$ cat config.mk
export PLATFORM = sky130hd
export DESIGN_NAME = rational_arith_reduce_top
export DESIGN_NICKNAME = d
export VERILOG_FILES = /design/src/sv/rar_pkg.sv /design/src/sv/rar_datapath.sv /design/src/sv/rar_ctrl.sv /design/src/sv/rational_arith_reduce_top.sv
export SDC_FILE = /design/constraint.sdc
export NUM_CORES = 2
export LEC_CHECK = 0
export BUFFER_PORTS_ARGS = -buffer_cell sky130_fd_sc_hd__buf_2
export CAP_MARGIN = 0
export CORE_ASPECT_RATIO = 0.6
export CORE_MARGIN = 2
export CORE_UTILIZATION = 60
export DETAILED_ROUTE_END_ITERATION = 12
export PLACE_DENSITY = 0.82
export SETUP_SLACK_MARGIN = 0.4
export SKIP_CTS_REPAIR_TIMING = 1
export SLEW_MARGIN = 20
export SYNTH_ARGS = -nofsm -noshare
export SYNTH_HDL_FRONTEND = slang
export SYNTH_SLANG_ARGS = --single-unit
$ cat constraint.sdc
create_clock -name clk -period 12.6 [get_ports clk]
set_input_delay 1.26 -clock clk [delete_from_list [all_inputs] [get_ports clk]]
set_output_delay 1.26 -clock clk [all_outputs]
set_load 0.1 [all_outputs]
$ cat src/sv/rar_pkg.sv
// ----------------------------------------------------------------------------
// rar_pkg: shared types and constants for the rational arithmetic unit
// Operation and status codes, controller states, command and status bundles.
// ----------------------------------------------------------------------------
package rar_pkg;

  localparam int IN_W   = 16;
  localparam int OP_W   = 2;
  localparam int NUM_W  = 33;
  localparam int DEN_W  = 31;
  localparam int STAT_W = 2;

  typedef enum logic [OP_W-1:0] {
    OP_ADD = 2'd0,
    OP_SUB = 2'd1,
    OP_MUL = 2'd2,
    OP_DIV = 2'd3
  } op_t;

  typedef enum logic [STAT_W-1:0] {
    STAT_OK       = 2'd0,
    STAT_ZERO_DEN = 2'd1,
    STAT_UNDEF    = 2'd2
  } stat_t;

  typedef enum logic [1:0] {
    MS_NUM   = 2'd0,
    MS_DEN   = 2'd1,
    MS_CROSS = 2'd2
  } mul_sel_t;

  typedef enum logic [3:0] {
    ST_IDLE,
    ST_MUL_A,
    ST_MUL_B,
    ST_MUL_C,
    ST_SIGN,
    ST_GCD,
    ST_SCALE,
    ST_DIV_N,
    ST_SWAP,
    ST_DIV_D,
    ST_DONE
  } state_t;

  typedef struct packed {
    logic     load_in;
    logic     mul_en;
    mul_sel_t mul_sel;
    logic     sign_init;
    logic     gcd_step;
    logic     scale;
    logic     div_step;
    logic     div_swap;
    logic     out_load;
  } cmd_t;

  typedef struct packed {
    logic addsub;
    logic zz;
    logic gcd_done;
  } sts_t;

endpackage

$ cat src/sv/rar_datapath.sv
// ----------------------------------------------------------------------------
// rar_datapath: operand registers, shared multiplier, binary GCD and divider
// Carries out the commands of the controller and reports loop conditions.
// ----------------------------------------------------------------------------
module rar_datapath #(
  parameter int OPERAND_WIDTH = 16
) (
  input  logic                              clk,
  input  rar_pkg::cmd_t                     cmd,
  output rar_pkg::sts_t                     sts,
  input  logic [rar_pkg::OP_W-1:0]          in_req_type,
  input  logic signed [rar_pkg::IN_W-1:0]   in_a_num,
  input  logic signed [rar_pkg::IN_W-1:0]   in_a_den,
  input  logic signed [rar_pkg::IN_W-1:0]   in_b_num,
  input  logic signed [rar_pkg::IN_W-1:0]   in_b_den,
  output logic signed [rar_pkg::NUM_W-1:0]  out_res_num,
  output logic [rar_pkg::DEN_W-1:0]         out_res_den,
  output logic [rar_pkg::STAT_W-1:0]        out_status
);

  localparam int EW = (OPERAND_WIDTH <= rar_pkg::IN_W) ? OPERAND_WIDTH : rar_pkg::IN_W + 1;
  localparam int MW = 2 * EW;
  localparam int NW = MW + 1;
  localparam int KW = $clog2(MW);
  localparam int XN = (NW > rar_pkg::NUM_W) ? NW : rar_pkg::NUM_W;
  localparam int XD = (MW > rar_pkg::DEN_W) ? MW : rar_pkg::DEN_W;

  logic signed [EW-1:0] an_x, ad_x, bn_x, bd_x;

  if (OPERAND_WIDTH <= rar_pkg::IN_W) begin : g_narrow
    assign an_x = in_a_num[EW-1:0];
    assign ad_x = in_a_den[EW-1:0];
    assign bn_x = in_b_num[EW-1:0];
    assign bd_x = in_b_den[EW-1:0];
  end else begin : g_wide
    assign an_x = {1'b0, in_a_num};
    assign ad_x = {1'b0, in_a_den};
    assign bn_x = {1'b0, in_b_num};
    assign bd_x = {1'b0, in_b_den};
  end

  rar_pkg::op_t         op_r;
  logic signed [EW-1:0] an_r, ad_r, bn_r, bd_r;
  logic signed [NW-1:0] num_r;
  logic signed [MW-1:0] den_r;
  logic [MW-1:0]        nmag_r, dmag_r;
  logic                 neg_r;
  rar_pkg::stat_t       stat_r;
  logic [MW-1:0]        gx_r, gy_r, g_r;
  logic [KW-1:0]        gk_r;
  logic [MW-1:0]        rem_r, dq_r, nq_r;
  logic signed [rar_pkg::NUM_W-1:0] res_num_r;
  logic [rar_pkg::DEN_W-1:0]        res_den_r;
  rar_pkg::stat_t                   res_stat_r;

  logic signed [EW-1:0] mx, my;
  logic signed [MW-1:0] prod;
  logic                 num_neg, den_neg;
  logic [NW-1:0]        num_abs;
  logic [MW-1:0]        den_abs;
  logic [MW:0]          shifted, diff;
  logic                 ge;
  logic signed [MW:0]   sq, nv;
  logic signed [XN-1:0] num_ext;
  logic [XD-1:0]        den_ext;

  always_comb begin
    unique case (cmd.mul_sel)
      rar_pkg::MS_NUM: begin
        mx = an_r;
        my = (op_r == rar_pkg::OP_MUL) ? bn_r : bd_r;
      end
      rar_pkg::MS_DEN: begin
        mx = ad_r;
        my = (op_r == rar_pkg::OP_DIV) ? bn_r : bd_r;
      end
      default: begin
        mx = bn_r;
        my = ad_r;
      end
    endcase
  end

  assign prod    = mx * my;
  assign num_neg = num_r[NW-1];
  assign den_neg = den_r[MW-1];
  assign num_abs = num_neg ? NW'(-num_r) : NW'(num_r);
  assign den_abs = den_neg ? MW'(-den_r) : MW'(den_r);

  assign shifted = {rem_r, dq_r[MW-1]};
  assign diff    = shifted - {1'b0, g_r};
  assign ge      = ~diff[MW];

  assign sq      = {1'b0, nq_r};
  assign nv      = neg_r ? -sq : sq;
  assign num_ext = XN'(nv);
  assign den_ext = XD'(dq_r);

  assign sts.addsub   = (op_r == rar_pkg::OP_ADD) || (op_r == rar_pkg::OP_SUB);
  assign sts.zz       = (num_r == '0) && (den_r == '0);
  assign sts.gcd_done = (gx_r == '0) || (gy_r == '0);

  always_ff @(posedge clk) begin
    if (cmd.load_in) begin
      op_r <= rar_pkg::op_t'(in_req_type);
      an_r <= an_x;
      ad_r <= ad_x;
      bn_r <= bn_x;
      bd_r <= bd_x;
    end
    if (cmd.mul_en) begin
      case (cmd.mul_sel)
        rar_pkg::MS_NUM: num_r <= NW'(prod);
        rar_pkg::MS_DEN: den_r <= prod;
        default: begin
          if (op_r == rar_pkg::OP_SUB) begin
            num_r <= num_r - NW'(prod);
          end else begin
            num_r <= num_r + NW'(prod);
          end
        end
      endcase
    end
    if (cmd.sign_init) begin
      nmag_r <= num_abs[MW-1:0];
      dmag_r <= den_abs;
      gx_r   <= num_abs[MW-1:0];
      gy_r   <= den_abs;
      gk_r   <= '0;
      nq_r   <= '0;
      dq_r   <= '0;
      if (sts.zz) begin
        neg_r  <= 1'b0;
        stat_r <= rar_pkg::STAT_UNDEF;
      end else begin
        neg_r  <= num_neg ^ den_neg;
        stat_r <= (den_r == '0) ? rar_pkg::STAT_ZERO_DEN : rar_pkg::STAT_OK;
      end
    end
    if (cmd.gcd_step) begin
      case ({gx_r[0], gy_r[0]})
        2'b00: begin
          gx_r <= gx_r >> 1;
          gy_r <= gy_r >> 1;
          gk_r <= gk_r + KW'(1);
        end
        2'b01: gx_r <= gx_r >> 1;
        2'b10: gy_r <= gy_r >> 1;
        default: begin
          if (gx_r >= gy_r) begin
            gx_r <= gx_r - gy_r;
          end else begin
            gy_r <= gy_r - gx_r;
          end
        end
      endcase
    end
    if (cmd.scale) begin
      g_r   <= (gx_r | gy_r) << gk_r;
      dq_r  <= nmag_r;
      rem_r <= '0;
    end
    if (cmd.div_step) begin
      rem_r <= ge ? diff[MW-1:0] : shifted[MW-1:0];
      dq_r  <= {dq_r[MW-2:0], ge};
    end
    if (cmd.div_swap) begin
      nq_r  <= dq_r;
      dq_r  <= dmag_r;
      rem_r <= '0;
    end
    if (cmd.out_load) begin
      res_num_r  <= num_ext[rar_pkg::NUM_W-1:0];
      res_den_r  <= den_ext[rar_pkg::DEN_W-1:0];
      res_stat_r <= stat_r;
    end
  end

  assign out_res_num = res_num_r;
  assign out_res_den = res_den_r;
  assign out_status  = res_stat_r;

endmodule

$ cat src/sv/rar_ctrl.sv
// ----------------------------------------------------------------------------
// rar_ctrl: sequencing state machine of the rational arithmetic unit
// Steps the datapath through products, GCD, two divisions and the output beat.
// ----------------------------------------------------------------------------
module rar_ctrl #(
  parameter int MAG_W = 32
) (
  input  logic          clk,
  input  logic          rst_n,
  input  logic          in_valid,
  output logic          in_ready,
  output logic          out_valid,
  input  logic          out_ready,
  input  rar_pkg::sts_t sts,
  output rar_pkg::cmd_t cmd
);

  localparam int CW = $clog2(MAG_W);

  rar_pkg::state_t state_r, state_nxt;
  logic [CW-1:0]   cnt_r, cnt_nxt;
  logic            out_valid_r, out_valid_nxt;
  logic            div_last;

  assign div_last  = (cnt_r == CW'(MAG_W - 1));
  assign in_ready  = (state_r == rar_pkg::ST_IDLE);
  assign out_valid = out_valid_r;

  always_ff @(posedge clk) begin
    if (!rst_n) begin
      state_r     <= rar_pkg::ST_IDLE;
      cnt_r       <= '0;
      out_valid_r <= 1'b0;
    end else begin
      state_r     <= state_nxt;
      cnt_r       <= cnt_nxt;
      out_valid_r <= out_valid_nxt;
    end
  end

  always_comb begin
    state_nxt     = state_r;
    cnt_nxt       = cnt_r;
    out_valid_nxt = out_valid_r && !out_ready;
    cmd           = '0;
    unique case (state_r)
      rar_pkg::ST_IDLE: begin
        if (in_valid) begin
          cmd.load_in = 1'b1;
          state_nxt   = rar_pkg::ST_MUL_A;
        end
      end
      rar_pkg::ST_MUL_A: begin
        cmd.mul_en  = 1'b1;
        cmd.mul_sel = rar_pkg::MS_NUM;
        state_nxt   = rar_pkg::ST_MUL_B;
      end
      rar_pkg::ST_MUL_B: begin
        cmd.mul_en  = 1'b1;
        cmd.mul_sel = rar_pkg::MS_DEN;
        state_nxt   = sts.addsub ? rar_pkg::ST_MUL_C : rar_pkg::ST_SIGN;
      end
      rar_pkg::ST_MUL_C: begin
        cmd.mul_en  = 1'b1;
        cmd.mul_sel = rar_pkg::MS_CROSS;
        state_nxt   = rar_pkg::ST_SIGN;
      end
      rar_pkg::ST_SIGN: begin
        cmd.sign_init = 1'b1;
        state_nxt     = sts.zz ? rar_pkg::ST_DONE : rar_pkg::ST_GCD;
      end
      rar_pkg::ST_GCD: begin
        if (sts.gcd_done) begin
          state_nxt = rar_pkg::ST_SCALE;
        end else begin
          cmd.gcd_step = 1'b1;
        end
      end
      rar_pkg::ST_SCALE: begin
        cmd.scale = 1'b1;
        cnt_nxt   = '0;
        state_nxt = rar_pkg::ST_DIV_N;
      end
      rar_pkg::ST_DIV_N: begin
        cmd.div_step = 1'b1;
        cnt_nxt      = cnt_r + CW'(1);
        if (div_last) begin
          state_nxt = rar_pkg::ST_SWAP;
        end
      end
      rar_pkg::ST_SWAP: begin
        cmd.div_swap = 1'b1;
        cnt_nxt      = '0;
        state_nxt    = rar_pkg::ST_DIV_D;
      end
      rar_pkg::ST_DIV_D: begin
        cmd.div_step = 1'b1;
        cnt_nxt      = cnt_r + CW'(1);
        if (div_last) begin
          state_nxt = rar_pkg::ST_DONE;
        end
      end
      rar_pkg::ST_DONE: begin
        if (!out_valid_r || out_ready) begin
          cmd.out_load  = 1'b1;
          out_valid_nxt = 1'b1;
          state_nxt     = rar_pkg::ST_IDLE;
        end
      end
      default: begin
        state_nxt = rar_pkg::ST_IDLE;
      end
    endcase
  end

  a_accept_starts: assert property (@(posedge clk) disable iff (!rst_n)
    in_valid && in_ready |=> state_r == rar_pkg::ST_MUL_A)
    else $error("accepted beat did not start the product sequence");

  a_zz_skips: assert property (@(posedge clk) disable iff (!rst_n)
    state_r == rar_pkg::ST_SIGN && sts.zz |=> state_r == rar_pkg::ST_DONE)
    else $error("zero over zero did not bypass the reduction");

  a_div_len: assert property (@(posedge clk) disable iff (!rst_n)
    state_r == rar_pkg::ST_DIV_N && div_last |=> state_r == rar_pkg::ST_SWAP)
    else $error("numerator division did not end after its last step");

  a_out_load: assert property (@(posedge clk) disable iff (!rst_n)
    state_r == rar_pkg::ST_DONE && (!out_valid_r || out_ready)
    |=> out_valid_r && state_r == rar_pkg::ST_IDLE)
    else $error("finished result not moved to the output register");

endmodule

$ cat src/sv/rational_arith_reduce_top.sv
// ----------------------------------------------------------------------------
// rational_arith_reduce_top: exact add, subtract, multiply, divide of fractions
// Forms the cross products, reduces by the GCD and makes the denominator
// non-negative; one result beat per input beat.
// ----------------------------------------------------------------------------
// One item at a time: an item runs its products through one shared
// multiplier, then a sign step, a binary GCD of up to about 4*M steps (each
// subtraction is followed by at least one halving, so the steps run to
// about twice the bits of both magnitudes) plus a check that sees it finish,
// a scale step, a swap step and two restoring divisions of M steps each,
// and the load of the output register, where M is twice the internal operand
// width (the operand width up to 16, else 17), so 32 at the default; the GCD
// loop and the divider dominate in the worst case. Zero over zero skips the
// reduction. The result waits in an output register, so a new item is taken
// while the previous result is still held; the load of the next result
// waits until that one is accepted. Status 1 marks a zero denominator
// (numerator +1 or -1, denominator 0); status 2 marks zero over zero with
// a zero result.
module rational_arith_reduce_top #(
  parameter int OPERAND_WIDTH = 16
) (
  input  logic                              clk,
  input  logic                              rst_n,
  input  logic                              in_valid,
  output logic                              in_ready,
  input  logic [rar_pkg::OP_W-1:0]          in_req_type,
  input  logic signed [rar_pkg::IN_W-1:0]   in_a_num,
  input  logic signed [rar_pkg::IN_W-1:0]   in_a_den,
  input  logic signed [rar_pkg::IN_W-1:0]   in_b_num,
  input  logic signed [rar_pkg::IN_W-1:0]   in_b_den,
  output logic                              out_valid,
  input  logic                              out_ready,
  output logic signed [rar_pkg::NUM_W-1:0]  out_res_num,
  output logic [rar_pkg::DEN_W-1:0]         out_res_den,
  output logic [rar_pkg::STAT_W-1:0]        out_status
);

  localparam int EW = (OPERAND_WIDTH <= rar_pkg::IN_W) ? OPERAND_WIDTH : rar_pkg::IN_W + 1;
  localparam int MW = 2 * EW;

  rar_pkg::cmd_t cmd;
  rar_pkg::sts_t sts;

  rar_ctrl #(
    .MAG_W (MW)
  ) u_ctrl (
    .clk       (clk),
    .rst_n     (rst_n),
    .in_valid  (in_valid),
    .in_ready  (in_ready),
    .out_valid (out_valid),
    .out_ready (out_ready),
    .sts       (sts),
    .cmd       (cmd)
  );

  rar_datapath #(
    .OPERAND_WIDTH (OPERAND_WIDTH)
  ) u_dp (
    .clk         (clk),
    .cmd         (cmd),
    .sts         (sts),
    .in_req_type (in_req_type),
    .in_a_num    (in_a_num),
    .in_a_den    (in_a_den),
    .in_b_num    (in_b_num),
    .in_b_den    (in_b_den),
    .out_res_num (out_res_num),
    .out_res_den (out_res_den),
    .out_status  (out_status)
  );

endmodule
==> key figures <==
Routing
  – Via density: about 6.4
  – TritonRoute pass-1 iters: 6
  – Post-route antenna net violation count: 0
  – Total Wirelength: 116 mm
  – DRC viols: 0
  – DR WL/cell: 22.8 µm
  – Vias: 32600
  – DRT iter0 DRCs: 4364

Floorplan
  – IO Pins: around 140
  – Die Ht: between 200 and 250 µm
  – Die area: 68000 µm²
  – # rows: 72
  – Core box area: 64800 µm²
  – Initial Utilization: 0.610
  – Width of the die: 335 µm

Worst setup path
  – Data required, critical path: 12.94 ns
  – Crit end category: flop
  – Max stage delay on crit path: 0.64 ns
  – Critical Path Start Type: flop
  – Worst-path fanout max: 40
  – Slowest cell on crit path: nor4_1
  – Crit path DAT: about 12 ns
  – Buf+Inv Stages, Crit Path: 5
  – Critical setup path kind: flop to flop
  – Most frequent CP cell: fa_1
  – Cell family with most CP delay: adder cells

Timing
  – Setup WS post-layout: 1.15 ns
  – RSZ-0062 raised after global routing: no
  – Post-route clock period utilization: 0.909
  – Fmax: between 0.08 and 0.09 GHz
  – Max Slew Vio Count: 0
  – Skew final: roughly 0.019 ns
  – Min Tclk post-route: around 11 ns
  – Worst slew pin tran: 1.37 ns
  – Slew margin rel.: 0.0809
  – Final setup fails: 0
  – Final count of hold timing violations: 0
  – Setup TNS Final: 0 ns

Synthesis
  – Top FF cell, synth: edfxtp_1
  – Post-synth EDFFs: 360
  – Synth Instances: 4136
  – Synth unique cells: 94
  – Fraction of registers with async set/reset: 0
  – Post-synthesis cell area: 39500 µm²
  – Syn_nets: 4721
  – Syn Area/Cell: 9.55 µm²
  – Seq cells post-synth: 471
  – Sequential-to-total area share from yosys stat: 0.330
  – Synth warnings: 0

Placement
  – Placed cell count: 4997
  – GPL Wtd Cong: 1.08
  – DP Wirelength: 91.3 mm
  – Dpl ws: 1.35 ns
  – IO buf count: 137

Global route
  – Number of global-route vias before repair: 31300
  – Largest net degree at the start of global routing: 93
  – Antenna violations before repair: 5
  – First-pass GRT wire length: 182 mm
  – Gr usage total: 0.346
  – Total gr overflow: 0

Final layout
  – Final Util: 0.658
  – Syn-to-layout area delta: 7.87%
  – Share of cells above drive strength 1: 0.0943
  – Non-Filler Instances: 5088
  – Nets: around 4800

Clock tree
  – H-tree levels: 2
  – CTS clk-pin slew, worst paths: 0.07 ns
  – CTS root buffer: clkbuf_16
  – Clk_lat worst skew: 0.61 ns
  – Clk sinks: 471
  – CTS tree: built
  – CTS buffer count: between 40 and 50
  – Clk buf depth: 3

Run
  – Max_cap viols: 0

Status
  – Outcome: finished, final reports clean

Min path
  – Worst min-delay path class: flop to flop
worst paths after layout:
check	start	end	cells after the start	slack (ns)
setup / recovery	u_ctrl.state_r[2]	u_dp.num_r[32]	34	1.15
hold / removal	u_dp.stat_r[0]	u_dp.out_status[0]	0	0.43
setup reg to reg	u_ctrl.state_r[2]	u_dp.num_r[32]	34	1.15
hold reg to reg	u_dp.stat_r[0]	u_dp.out_status[0]	0	0.43
cell usage in the layout (no fill, tap or decap), types with 38 or more instances in the layout:
cell type	instances
xor2_1	60
nor2_1	355
nand3_1	43
inv_1	472
o21ai_0	186
fa_1	266
a21oi_1	236
buf_2	137
nand2b_1	39
buf_4	53
xnor2_1	201
and2_1	66
dfxtp_1	108
edfxtp_1	360
nor3_1	51
ha_1	249
a21o_1	38
nand2_1	402
o21bai_1	38
a211oi_1	38
clkbuf_16	46
nor2b_1	41
a22oi_1	62
mux2i_1	66
through the flow:
stage | hold WS (ns) | cell area, µm²
after floorplan | 0.400 | 39500
after global placement | 0.404 | 41100
after detailed placement | 0.408 | 41100
after CTS | 0.425 | 42600
after global routing | 0.444 | 42600
final | 0.426 | 42600
cells by family (layout without fill, tap and decap cells):
kind of cell | after synthesis | count (layout) | share of synthesized area
other cells | 0 | 4 | 0
fa+ha+maj | 515 | 515 | 0.214
buf+inv | 659 | 756 | 0.0633
mux | 115 | 115 | 0.0381
xor+xnor | 263 | 263 | 0.0585
simple gates | 1181 | 1181 | 0.139
flops | 471 | 471 | 0.330
compound gates | 932 | 932 | 0.158
state kept, by name, indices dropped and copies added, names as in the netlist, 31 cells and up:
signal,flops
u_dp.gy_r,32
u_dp.nq_r,32
u_dp.dmag_r,32
u_dp.gx_r,32
u_dp.den_ext,32
u_dp.rem_r,32
u_dp.g_r,32
u_dp.num_r,33
u_dp.den_r,32
u_dp.nmag_r,32
u_dp.out_res_num,33
u_dp.out_res_den,31
cell type report:
type	instances	area, µm²
Sequential cell	471	13000
Antenna cell	4	10.0
Multi-Input combinational cell	3006	24100
Clock buffer	55	1220
Fill cell	5104	22100
Clock inverter	31	275
Timing Repair Buffer	191	1090
Tap cell	851	1060
Inverter	479	1810
routing by layer:
metal	share of wire	GRT usage
met5	0.00023	0
met4	0.018	0.0673
met3	0.17	0.152
met2	0.38	0.452
met1	0.43	0.525
Yosys cell counts (all sizes together) (36+ instances only):
master,count,area share
nand3,43,0.0054
nor2,357,0.034
o221ai,36,0.0080
xnor2,202,0.045
clkbuf,157,0.015
dfxtp,111,0.056
nor3,55,0.0070
o21ai,194,0.025
fa,266,0.13
nand2,402,0.038
a21oi,236,0.030
and2,67,0.011
inv,473,0.045
nand2b,40,0.0065
a21o,39,0.0074
a211oi,40,0.0079
xor2,61,0.014
nor4,40,0.0065
mux2i,66,0.017
o31ai,39,0.0077
ha,249,0.079
a22oi,62,0.012
edfxtp,360,0.27
o21bai,38,0.0072
nor2b,44,0.0070
Power is not shown: default switching activity piles up to over one toggle a cycle in this logic, so the estimate is an artifact.
